[config.mk]
export PLATFORM = sky130hd
export DESIGN_NAME = k_way_merge_sorted_heads_flat
export DESIGN_NICKNAME = d
export VERILOG_FILES = /design/src/rtl/core/kwm_pkg.sv /design/src/rtl/core/kwm_in_if.sv /design/src/rtl/core/kwm_out_if.sv /design/src/rtl/core/kwm_cell.sv /design/src/rtl/core/k_way_merge_sorted_heads.sv /design/src/flat_wrapper.sv
export SDC_FILE = /design/constraint.sdc
export NUM_CORES = 1
export LEC_CHECK = 0
export CELL_PAD_IN_SITES_DETAIL_PLACEMENT = 2
export CELL_PAD_IN_SITES_GLOBAL_PLACEMENT = 2
export CORE_ASPECT_RATIO = 0.5
export CORE_MARGIN = 1.5
export CORE_UTILIZATION = 45
export CTS_BUF_LIST = sky130_fd_sc_hd__clkbuf_4 sky130_fd_sc_hd__clkbuf_8
export DETAILED_ROUTE_END_ITERATION = 10
export DONT_BUFFER_PORTS = 1
export PLACE_DENSITY_LB_ADDON = 0.1
export SLEW_MARGIN = 15
export SYNTH_ARGS = -nofsm -noshare
export SYNTH_HDL_FRONTEND = slang
export SYNTH_SLANG_ARGS = --single-unit
export TNS_END_PERCENT = 20
[constraint.sdc]
create_clock -name clk -period 9.8 [get_ports clk]
set_clock_uncertainty 0.15 [all_clocks]
set_input_delay 0 -clock clk [delete_from_list [all_inputs] [get_ports clk]]
set_output_delay 0 -clock clk [all_outputs]
set_load 0.1 [all_outputs]
[src/rtl/core/kwm_pkg.sv]
// shared types and constants of the k-way merge head row
package kwm_pkg;

  localparam int VALUE_W = 31;
  localparam int LIST_W = 3;
  localparam int NUM_LISTS_DEF = 6;

  typedef enum logic {
    OP_LOAD    = 1'b0,
    OP_ADVANCE = 1'b1
  } op_t;

  typedef struct packed {
    logic [VALUE_W-1:0] value;
    logic [LIST_W-1:0]  list;
  } head_t;

  // broadcast from the top level to every cell
  typedef struct packed {
    logic  load;
    logic  advance;
    head_t fresh;
  } cell_cmd_t;

endpackage

[src/rtl/core/kwm_in_if.sv]
// input channel: operation, list number and list element
interface kwm_in_if;
  import kwm_pkg::*;

  logic               valid;
  logic               ready;
  logic               operation;
  logic [LIST_W-1:0]  list_index;
  logic [VALUE_W-1:0] value;

  modport source (output valid, output operation, output list_index, output value,
                  input ready);
  modport sink (input valid, input operation, input list_index, input value,
                output ready);
endinterface

[src/rtl/core/kwm_out_if.sv]
// output channel: merged value and top-of-row status
interface kwm_out_if;
  import kwm_pkg::*;

  logic               valid;
  logic               ready;
  logic               emitted;
  logic [VALUE_W-1:0] emitted_value;
  logic [LIST_W-1:0]  emitted_list;
  logic [LIST_W-1:0]  next_list;
  logic               finished;

  modport source (output valid, output emitted, output emitted_value,
                  output emitted_list, output next_list, output finished,
                  input ready);
  modport sink (input valid, input emitted, input emitted_value,
                input emitted_list, input next_list, input finished,
                output ready);
endinterface

[src/rtl/core/kwm_cell.sv]
// one slot of the sorted head row
module kwm_cell #(
  parameter bit IS_TOP = 1'b0
) (
  input  logic                clk,
  input  logic                rst,
  input  kwm_pkg::cell_cmd_t  cmd,
  input  logic                pair_here,
  input  logic                pair_above,
  input  kwm_pkg::head_t      above_head,
  input  logic                above_yield,
  input  kwm_pkg::head_t      below_head,
  output kwm_pkg::head_t      head,
  output kwm_pkg::head_t      shown,
  output kwm_pkg::head_t      head_next,
  output logic                yield
);
  import kwm_pkg::*;

  logic fits;

  // stored value not above the broadcast one
  assign fits = (head.value <= cmd.fresh.value);
  // this slot or one above takes the loaded head
  assign yield = above_yield || fits;

  // the top slot shows the new value to its neighbor while an advance starts
  assign shown = (IS_TOP && cmd.advance) ? cmd.fresh : head;

  always_comb begin
    head_next = head;
    if (cmd.load) begin
      if (above_yield) begin
        head_next = above_head;
      end else if (fits) begin
        head_next = cmd.fresh;
      end
    end else if (pair_here) begin
      // upper slot of the compare pair keeps the larger, ties stay put
      head_next = (shown.value < below_head.value) ? below_head : shown;
    end else if (pair_above) begin
      // lower slot of the compare pair takes the smaller
      head_next = (above_head.value < head.value) ? above_head : head;
    end
  end

  always_ff @(posedge clk) begin
    if (rst) begin
      head <= '0;
    end else begin
      head <= head_next;
    end
  end

endmodule

[src/rtl/core/k_way_merge_sorted_heads.sv]
// top level: k-way merge over a row of sorted list heads
// the result of an accepted beat is registered and on the output in the next cycle
// a load does not hold off the next beat; on an advance the sink pass compares one
// neighbor pair per cycle and input is held off until it reaches the bottom
// a stalled result beat also holds off input; reset (synchronous, active high) clears
// every head to value 0, list 0, stops any sink pass and empties the output
module k_way_merge_sorted_heads #(
  parameter int NUM_LISTS = kwm_pkg::NUM_LISTS_DEF
) (
  input logic     clk,
  input logic     rst,
  kwm_in_if.sink  items,
  kwm_out_if.source results
);
  import kwm_pkg::*;

  localparam int POS_W = (NUM_LISTS > 2) ? $clog2(NUM_LISTS - 1) : 1;

  head_t      heads [NUM_LISTS];
  head_t      shown [NUM_LISTS];
  head_t      heads_next [NUM_LISTS];
  logic       yields [NUM_LISTS];
  logic       pairs [NUM_LISTS];
  cell_cmd_t  cmd;
  logic       accept;
  logic       top_live;
  logic       busy;
  logic [POS_W-1:0] wave_pos;

  // output register drains and refills in the same cycle; no beat while the sink pass runs
  assign items.ready = !busy && (!results.valid || results.ready);
  assign accept = items.valid && items.ready;

  // an advance on an exhausted row changes nothing
  assign top_live = (heads[0].value != '0);

  always_comb begin
    cmd.load = accept && (op_t'(items.operation) == OP_LOAD);
    cmd.advance = accept && (op_t'(items.operation) == OP_ADVANCE) && top_live;
    cmd.fresh.value = items.value;
    // a sunk value keeps the list of the head it replaces
    cmd.fresh.list = (op_t'(items.operation) == OP_LOAD) ? items.list_index : heads[0].list;
  end

  // sink pass: the new value replaces the top head, then one compare-and-swap per cycle
  // walks down the row, pair (0,1) in the accept cycle and pair (p,p+1) at wave_pos p
  always_ff @(posedge clk) begin
    if (rst) begin
      busy <= 1'b0;
      wave_pos <= '0;
    end else if (cmd.advance && (NUM_LISTS > 2)) begin
      busy <= 1'b1;
      wave_pos <= POS_W'(1);
    end else if (busy) begin
      if (wave_pos == POS_W'(NUM_LISTS - 2)) begin
        busy <= 1'b0;
      end else begin
        wave_pos <= wave_pos + POS_W'(1);
      end
    end
  end

  // a load lands at the first slot whose head is not above the new one (the yield chain
  // marks that slot and all below) and pushes the rest down one, the last slot falls off;
  // this holds whether or not the row is still in order
  generate
    for (genvar i = 0; i < NUM_LISTS; i++) begin : g_cell
      head_t above_head;
      logic  above_yield;
      logic  pair_above;
      head_t below_head;

      if (i == NUM_LISTS - 1) begin : g_last_pair
        assign pairs[i] = 1'b0;
      end else if (i == 0) begin : g_first_pair
        assign pairs[i] = cmd.advance;
      end else begin : g_mid_pair
        assign pairs[i] = busy && (wave_pos == POS_W'(i));
      end

      if (i == 0) begin : g_top
        assign above_head = '0;
        assign above_yield = 1'b0;
        assign pair_above = 1'b0;
      end else begin : g_mid_above
        assign above_head = shown[i-1];
        assign above_yield = yields[i-1];
        assign pair_above = pairs[i-1];
      end

      if (i == NUM_LISTS - 1) begin : g_bottom
        // nothing below the last slot
        assign below_head = '0;
      end else begin : g_mid_below
        assign below_head = shown[i+1];
      end

      kwm_cell #(
        .IS_TOP (i == 0)
      ) u_cell (
        .clk         (clk),
        .rst         (rst),
        .cmd         (cmd),
        .pair_here   (pairs[i]),
        .pair_above  (pair_above),
        .above_head  (above_head),
        .above_yield (above_yield),
        .below_head  (below_head),
        .head        (heads[i]),
        .shown       (shown[i]),
        .head_next   (heads_next[i]),
        .yield       (yields[i])
      );
    end
  endgenerate

  // result register
  always_ff @(posedge clk) begin
    if (rst) begin
      results.valid <= 1'b0;
    end else if (accept) begin
      results.valid <= 1'b1;
    end else if (results.ready) begin
      results.valid <= 1'b0;
    end
  end

  // the top slot is final after the first compare, so the result leaves with the accept
  always_ff @(posedge clk) begin
    if (accept) begin
      results.emitted <= cmd.advance;
      results.emitted_value <= cmd.advance ? heads[0].value : '0;
      results.emitted_list <= cmd.advance ? heads[0].list : '0;
      results.next_list <= heads_next[0].list;
      results.finished <= (heads_next[0].value == '0);
    end
  end

endmodule

[src/flat_wrapper.sv]
// flat-port wrapper written by rule: the top's interface ports become plain ports
module k_way_merge_sorted_heads_flat import kwm_pkg::*;
#(
  parameter int NUM_LISTS = kwm_pkg::NUM_LISTS_DEF
)
  (clk, rst, items_valid, items_operation, items_list_index, items_value, items_ready, results_valid, results_emitted, results_emitted_value, results_emitted_list, results_next_list, results_finished, results_ready);
  kwm_in_if items_i ();
  kwm_out_if results_i ();
  input logic clk;
  input logic rst;
  input wire logic [$bits(items_i.valid)-1:0] items_valid;
  input wire logic [$bits(items_i.operation)-1:0] items_operation;
  input wire logic [$bits(items_i.list_index)-1:0] items_list_index;
  input wire logic [$bits(items_i.value)-1:0] items_value;
  output wire logic [$bits(items_i.ready)-1:0] items_ready;
  output wire logic [$bits(results_i.valid)-1:0] results_valid;
  output wire logic [$bits(results_i.emitted)-1:0] results_emitted;
  output wire logic [$bits(results_i.emitted_value)-1:0] results_emitted_value;
  output wire logic [$bits(results_i.emitted_list)-1:0] results_emitted_list;
  output wire logic [$bits(results_i.next_list)-1:0] results_next_list;
  output wire logic [$bits(results_i.finished)-1:0] results_finished;
  input wire logic [$bits(results_i.ready)-1:0] results_ready;
  assign items_i.valid = items_valid;
  assign items_i.operation = items_operation;
  assign items_i.list_index = items_list_index;
  assign items_i.value = items_value;
  assign items_ready = items_i.ready;
  assign results_valid = results_i.valid;
  assign results_emitted = results_i.emitted;
  assign results_emitted_value = results_i.emitted_value;
  assign results_emitted_list = results_i.emitted_list;
  assign results_next_list = results_i.next_list;
  assign results_finished = results_i.finished;
  assign results_i.ready = results_ready;
  k_way_merge_sorted_heads #(.NUM_LISTS(NUM_LISTS)) u_core (.clk(clk), .rst(rst), .items(items_i), .results(results_i));
endmodule
==> results of run 1 <==
[critical path: cells and delay by family (launching register included)]
kind	cells	cell delay [ns]
fa+ha+maj	1	0.31
mux	1	0.44
compound gates	6	2.03
simple gates	6	2.33
buf+inv	3	1.23
flops	1	0.66
[sequential cells by signal, summed over array words and instances, names as in the netlist]
name	flops
u_core.results.emitted	1
u_core.results.next_list	3
u_core.g_cell.u_cell.head	204
u_core.results.emitted_value	31
u_core.busy	1
u_core.results.finished	1
u_core.wave_pos	3
u_core.results.emitted_list	3
u_core.results.valid	1
[cell type report]
class                   instances  area, µm²
diodes                          5       12.5
clock buffers                  62        766
clock inverters                18        175
fillers                      4918      22700
inverters                     215        807
multi-input cells            1807      13800
flip-flops and latches        248       5360
well taps                     598        748
repair buffers                 77        706
[layer usage]
| layer | vias to the layer above | GRT usage, % | wire, µm |
|---|---|---|---|
| li1 | 9044 | - | - |
| met1 | 10900 | 61.5 | 45500 |
| met2 | 1154 | 59.5 | 39800 |
| met3 | 203 | 11.5 | 12300 |
| met4 | 14 | 10.4 | 2340 |
| met5 | - | 0 | 88 |
[layout by cell type, fill, tap and decap left out, types with 45 or more instances in the layout]
cell | netlist | final
a21o_1 | 70 | 70
nor2_1 | 238 | 238
inv_1 | 215 | 214
mux2i_1 | 45 | 45
a311oi_1 | 55 | 55
a22oi_1 | 56 | 56
nor2b_1 | 51 | 50
o21ai_0 | 77 | 77
ha_1 | 341 | 341
dfxtp_1 | 209 | 209
nand4_1 | 59 | 59
nor4_1 | 55 | 55
nand2_1 | 111 | 110
clkbuf_8 | 0 | 48
a21oi_1 | 118 | 118
o21a_1 | 48 | 47
[cell families after synthesis]
| logic type | count (synthesis) | synth area share [%] |
|---|---|---|
| flip-flops | 248 | 26.2 |
| adder cells (fa/ha/maj) | 341 | 20.8 |
| XOR/XNOR | 1 | 0.0428 |
| AO/OA/AOI/OAI | 701 | 25.8 |
| buffers and inverters | 353 | 6.87 |
| AND/OR/NAND/NOR | 697 | 16.9 |
| multiplexers | 67 | 3.41 |
[Yosys cell counts, types with 56 or more instances]
| cell | instances |
|---|---|
| inv_1 | 215 |
| a21o_1 | 70 |
| nand2_1 | 111 |
| ha_1 | 341 |
| o21ai_0 | 77 |
| dfxtp_1 | 209 |
| a22oi_1 | 56 |
| nor2_1 | 238 |
| clkbuf_1 | 95 |
| a21oi_1 | 118 |
| nand4_1 | 59 |
[worst paths after layout]
| path | startpoint | end | slack, ns | depth (start not counted) |
|---|---|---|---|---|
| min reg2reg | u_core.g_cell[1].u_cell.head[0]$_SDFFE_PP0P_ | u_core.g_cell[1].u_cell.head[0]$_SDFFE_PP0P_ | 0.38 | 2 |
| max | u_core.results.valid$_SDFFE_PP0P_ | u_core.results.finished$_DFFE_PN_ | 2.34 | 17 |
| min | items_value[17] | u_core.g_cell[2].u_cell.head[20]$_SDFFE_PP0P_ | 0.07 | 4 |
| max reg2reg | u_core.results.valid$_SDFFE_PP0P_ | u_core.results.finished$_DFFE_PN_ | 2.34 | 17 |
[stage by stage]
| stage | area [µm²] | instances | power [W] | setup slack [ns] | util [%] |
|---|---|---|---|---|---|
| 2_1_floorplan | 20500 | 2408 | 0.00215 | 3.69 | - |
| 3_3_place_gp | 21000 | 2901 | 0.00246 | 3.00 | 46.5 |
| 3_5_place_dp | 21000 | 2901 | 0.00253 | 2.71 | 46.5 |
| 4_1_cts | 22400 | 3025 | 0.00372 | 2.69 | 49.6 |
| 5_1_grt | 22400 | 3026 | 0.00393 | 1.95 | 49.6 |
| 6_report | 22400 | 3030 | 0.00379 | 2.34 | 49.6 |
[report_power, final]
| part | switching, W | internal, W | total, W |
|---|---|---|---|
| logic | 0.000760 | 0.000474 | 0.00123 |
| clock network | 0.000534 | 0.000588 | 0.00112 |
| registers | 0.000293 | 0.00114 | 0.00143 |
==> impl_metrics.py, run 1 <==
metrics = {
    "status": {
        "status": "finished, final reports clean",
    },
    "yosys": {
        "ys.flop_type": "dfxtp_1",
        "synth_edf_count": 39,
        "postSynthAreaPerCell_um2": 8.50,
        "synthDistinctLibCells": 74,
        "ys_top_cells_by_area": "ha_1, dfxtp_1, edfxtp_1, nor2_1, inv_1",
        "ys_async_sr_fraction_pct": 0,
        "synth_area_leader_cell": "ha_1",
        "synthCells": 2408,
        "seq_area_frac_synth_pct": 26.2,
        "synth-warning-count": 0,
        "ys_seq_elements": 248,
        "syn_nets": 2788,
        "netlist.area_leader.share_pct": 20.8,
        "netlist_area_um2": 20500,
    },
    "timing": {
        "maxSlewViolCount": 0,
        "rsz0062_at_grt": "false",
        "finalSetupViolCount": 0,
        "whs_ns": 0.0708,
        "hold_viol": 0,
        "fin_crit_ns": 7.46,
        "final.setup.tns_ns": 0,
        "fin_crit_sh_pct": 76.1,
        "relSlewSlack_pct": 13.3,
        "fmax_mhz": 134,
        "tightest_slew_ns": 1.30,
    },
    "power": {
        "cellPowerDensity_nw_per_um2": 169,
        "peakVddDrop_mv": 0.114,
        "p_leak_nw": 9.21,
    },
    "die": {
        "die_w_um": 305,
        "rows": 55,
        "core_area_um2": 45100,
        "initial_core_util_pct": 45.4,
        "die_h_um": 154,
        "num_io_pins": 80,
        "dieArea_um2": 46900,
    },
    "detailed_routing": {
        "drtAntennaViolNets": 0,
        "num_vias": 21300,
        "route.detailed.drc": 0,
        "wirelength_mm": 100,
        "via_per_inst": 7.02,
        "first_pass_iters": 8,
        "drt_iter0_drc": 2746,
        "post_drt_wl_per_cell_um": 33.0,
    },
    "worst_setup_path": {
        "crit_fanout": 96,
        "critPathKind": "register to register",
        "crit_required_ns": 10.15,
        "cp-end-kind": "register",
        "start_kind": "register",
        "path_cells": "nand2b_1 -> nand2_1 -> inv_2 -> buf_4 -> o211a_4 -> buf_4 -> mux2_2 -> ha_1 -> a2111oi_0 -> a22oi_1 -> a221oi_1 -> o211ai_1 -> nor2_1 -> a222oi_1 -> nor4_1 -> nand4_1 -> nor3_2",
        "cp_slowest_cell": "nor2_1",
        "slowest_delay_ns": 1.06,
        "arrival_ns": 7.81,
        "cp_common_cell": "buf_4",
    },
    "global_route": {
        "grt_use_total_pct": 41.8,
        "grt_max_degree": 232,
        "grt_pass1_wl_mm": 147,
        "overflow": 0,
        "first_global_vias": 22000,
        "antenna_found_initial": 12,
    },
    "min_path": {
        "min_path_type": "input port to register",
    },
    "place": {
        "post-dp-hpwl_mm": 70.0,
        "gp_congestion": 0.928,
        "port_buffers": 0,
    },
    "clock_tree": {
        "post_cts_resized": 0,
        "cts_tree": "yes",
        "cts_num_sinks": 248,
        "clock_path_buffers": 3,
        "clk_pin_slew_ns": 0.08,
        "cts_buffers": 44,
        "cts_setup_buffers": 0,
        "cts_hold_buf": 44,
        "cts_root_buf": "clkbuf_8",
        "cts_max_level": 2,
        "clock_latency_ns": 0.68,
    },
    "layout": {
        "syn_to_final_growth_pct": 9.29,
        "layout-drive-gt1-share_pct": 7.83,
        "fin_nets": 2773,
    },
    "job": {
        "cap_viol_max_count": 0,
    },
}
Power figures use the tool's default switching activity.
==> run 2: changes to the inputs <==
- CORE_UTILIZATION: 45 -> 42
- clock period: 9.8 -> 7.7 ns (I/O delays scaled with it)
==> run 2 against run 1 <==
  * Die area up 7.0%
  * Combinational power up 29%
  * Critical path depth down 1
  * Core utilization down 2.4 points
  * Worst hold slack worse by 0.035 ns
  * Critical path type unchanged
  * Design area up 0.38%
  * Total power up 26%
  * Final cell count up 1.7%
  * Critical endpoint unchanged
  * Sequential power up 26%
  * Routed wire length up 1.8%
==> impl_metrics.py, run 2 (same netlist as run 1, synthesis figures left out) <==
metrics = {
    "status": {
        "status": "finished, final reports clean",
    },
    "die": {
        "dieArea_um2": 50200,
        "die_h_um": 159,
        "initial_core_util_pct": 43.1,
        "num_io_pins": 80,
        "rows": 56,
        "core_area_um2": 47500,
        "die_w_um": 315,
    },
    "place": {
        "gp_congestion": 0.943,
        "dpl_worst_slack_ns": 1.56,
        "port_buffers": 0,
        "post-dp-hpwl_mm": 71.4,
        "dp.cells": 2947,
        "placed_area_um2": 21100,
    },
    "worst_setup_path": {
        "arrival_ns": 6.70,
        "critPathKind": "register to register",
        "crit_path_start": "u_core.results.valid$_SDFFE_PP0P_",
        "rr_startpoint": "u_core.results.valid$_SDFFE_PP0P_",
        "cp-end-kind": "register",
        "crit_fanout": 65,
        "rr_worst_depth": 16,
        "start_kind": "register",
        "crit_required_ns": 8.00,
    },
    "clock_tree": {
        "post_cts_resized": 0,
        "cts_root_buf": "clkbuf_8",
        "clock_path_buffers": 3,
        "cts_max_level": 2,
        "cts_buffers": 43,
        "cts_hold_buf": 45,
        "cts_num_sinks": 248,
        "cts_tree": "yes",
        "clk_pin_slew_ns": 0.08,
        "clock_latency_ns": 0.63,
        "cts_setup_buffers": 0,
    },
    "min_path": {
        "hold-path-cell-count": 4,
        "min_path_type": "input port to register",
        "min_from": "items_operation",
    },
    "timing": {
        "finalSetupViolCount": 0,
        "maxSlewViolCount": 0,
        "fin_crit_ns": 6.40,
        "rsz0062_at_grt": "false",
        "final.setup.tns_ns": 0,
        "whs_ns": 0.0357,
        "relSlewSlack_pct": 16.3,
        "postLayoutSetupSlackWorst_ns": 1.30,
        "tightest_slew_ns": 1.26,
        "hold_viol": 0,
        "fin_crit_sh_pct": 83.1,
        "fmax_mhz": 156,
    },
    "power": {
        "p_leak_nw": 9.22,
        "seqPwrFrac_pct": 37.7,
        "cellPowerDensity_nw_per_um2": 213,
        "combinationalPowerShare_pct": 33.3,
        "p_int_w": 0.00278,
        "clkPwrFrac_pct": 29.0,
        "switchingPower_w": 0.00200,
        "peakVddDrop_mv": 0.171,
        "switching_share_pct": 41.9,
    },
    "layout": {
        "regMostFlops": "u_core.g_cell.u_cell.head",
        "syn_to_final_growth_pct": 9.71,
        "top_regs": "u_core.g_cell.u_cell.head x204, u_core.results.emitted_value x31",
        "fin_nets": 2779,
        "finalInstanceArea_um2": 22500,
        "mostFrequentLayoutCells": "ha_1, nor2_1, inv_1",
        "stdcell_count": 3081,
        "largest_reg_flops": 204,
        "layout-drive-gt1-share_pct": 7.86,
        "final_common_cell": "ha_1",
    },
    "detailed_routing": {
        "num_vias": 21300,
        "first_pass_iters": 5,
        "via_per_inst": 6.92,
        "drt_iter0_drc": 2649,
        "wirelength_mm": 102,
        "route.detailed.drc": 0,
        "post_drt_wl_per_cell_um": 33.1,
        "drtAntennaViolNets": 0,
    },
    "job": {
        "cap_viol_max_count": 0,
    },
    "global_route": {
        "antenna_found_initial": 19,
        "overflow": 0,
        "grt_pass1_wl_mm": 149,
        "grt_max_degree": 231,
        "first_global_vias": 21800,
        "grt_use_total_pct": 39.9,
    },
}
run 2: layout make-up:
type	instances	area, µm²
Fill cell	5236	25000
Clock buffer	68	842
Multi-Input combinational cell	1807	13800
Sequential cell	248	5360
Clock inverter	8	66.3
Timing Repair Buffer	84	761
Antenna cell	13	32.5
Tap cell	638	798
Inverter	215	807
run 2: metrics by stage:
step                      util (%)  power, W
final                         47.3   0.00478
after floorplan                  -   0.00273
after global placement        44.3   0.00315
after global routing          47.2   0.00497
after detailed placement      44.3   0.00323
after CTS                     47.2   0.00469
run 2: power groups by stage:
stage | logic [W] | clock network [W] | registers, W
5_1_grt | 0.00172 | 0.00145 | 0.00180
4_1_cts | 0.00153 | 0.00138 | 0.00178
2_1_floorplan | 0.00103 | 0 | 0.00170
6_report | 0.00159 | 0.00139 | 0.00180
3_3_place_gp | 0.00135 | 0 | 0.00180
3_5_place_dp | 0.00142 | 0 | 0.00181
run 2: worst max-delay path: stages (launching register included):
cell and delay, ns:
dfxtp_1 0.32, buf_4 0.23, nand2b_1 0.16, nand2_1 0.16
inv_2 0.16, o211a_4 0.70, mux2_2 0.43, ha_1 0.31
a2111oi_0 0.44, a22oi_1 0.16, a221oi_1 0.40, o211ai_1 0.43
nor2_1 1.00, a222oi_1 0.32, nor4_1 0.50, nand4_1 0.16
nor3_2 0.15
run 2: worst paths after layout:
kind | endpoint | slack (ns)
setup / recovery | u_core.results.finished$_DFFE_PN_ | 1.30
hold / removal | u_core.g_cell[1].u_cell.head[0]$_SDFFE_PP0P_ | 0.04
setup reg to reg | u_core.results.finished$_DFFE_PN_ | 1.30
hold reg to reg | u_core.g_cell[4].u_cell.head[1]$_SDFFE_PP0P_ | 0.38
run 2: per-layer routing:
| metal | global-route usage, % | vias up | part of all wire (%) |
|---|---|---|---|
| met1 | 61.4 | 10900 | 47 |
| met3 | 10.7 | 181 | 12 |
| met4 | 7.98 | 4 | 1.9 |
| met2 | 54.3 | 1150 | 39 |
| met5 | 1.33 | - | 0.027 |
| li1 | - | 9065 | - |
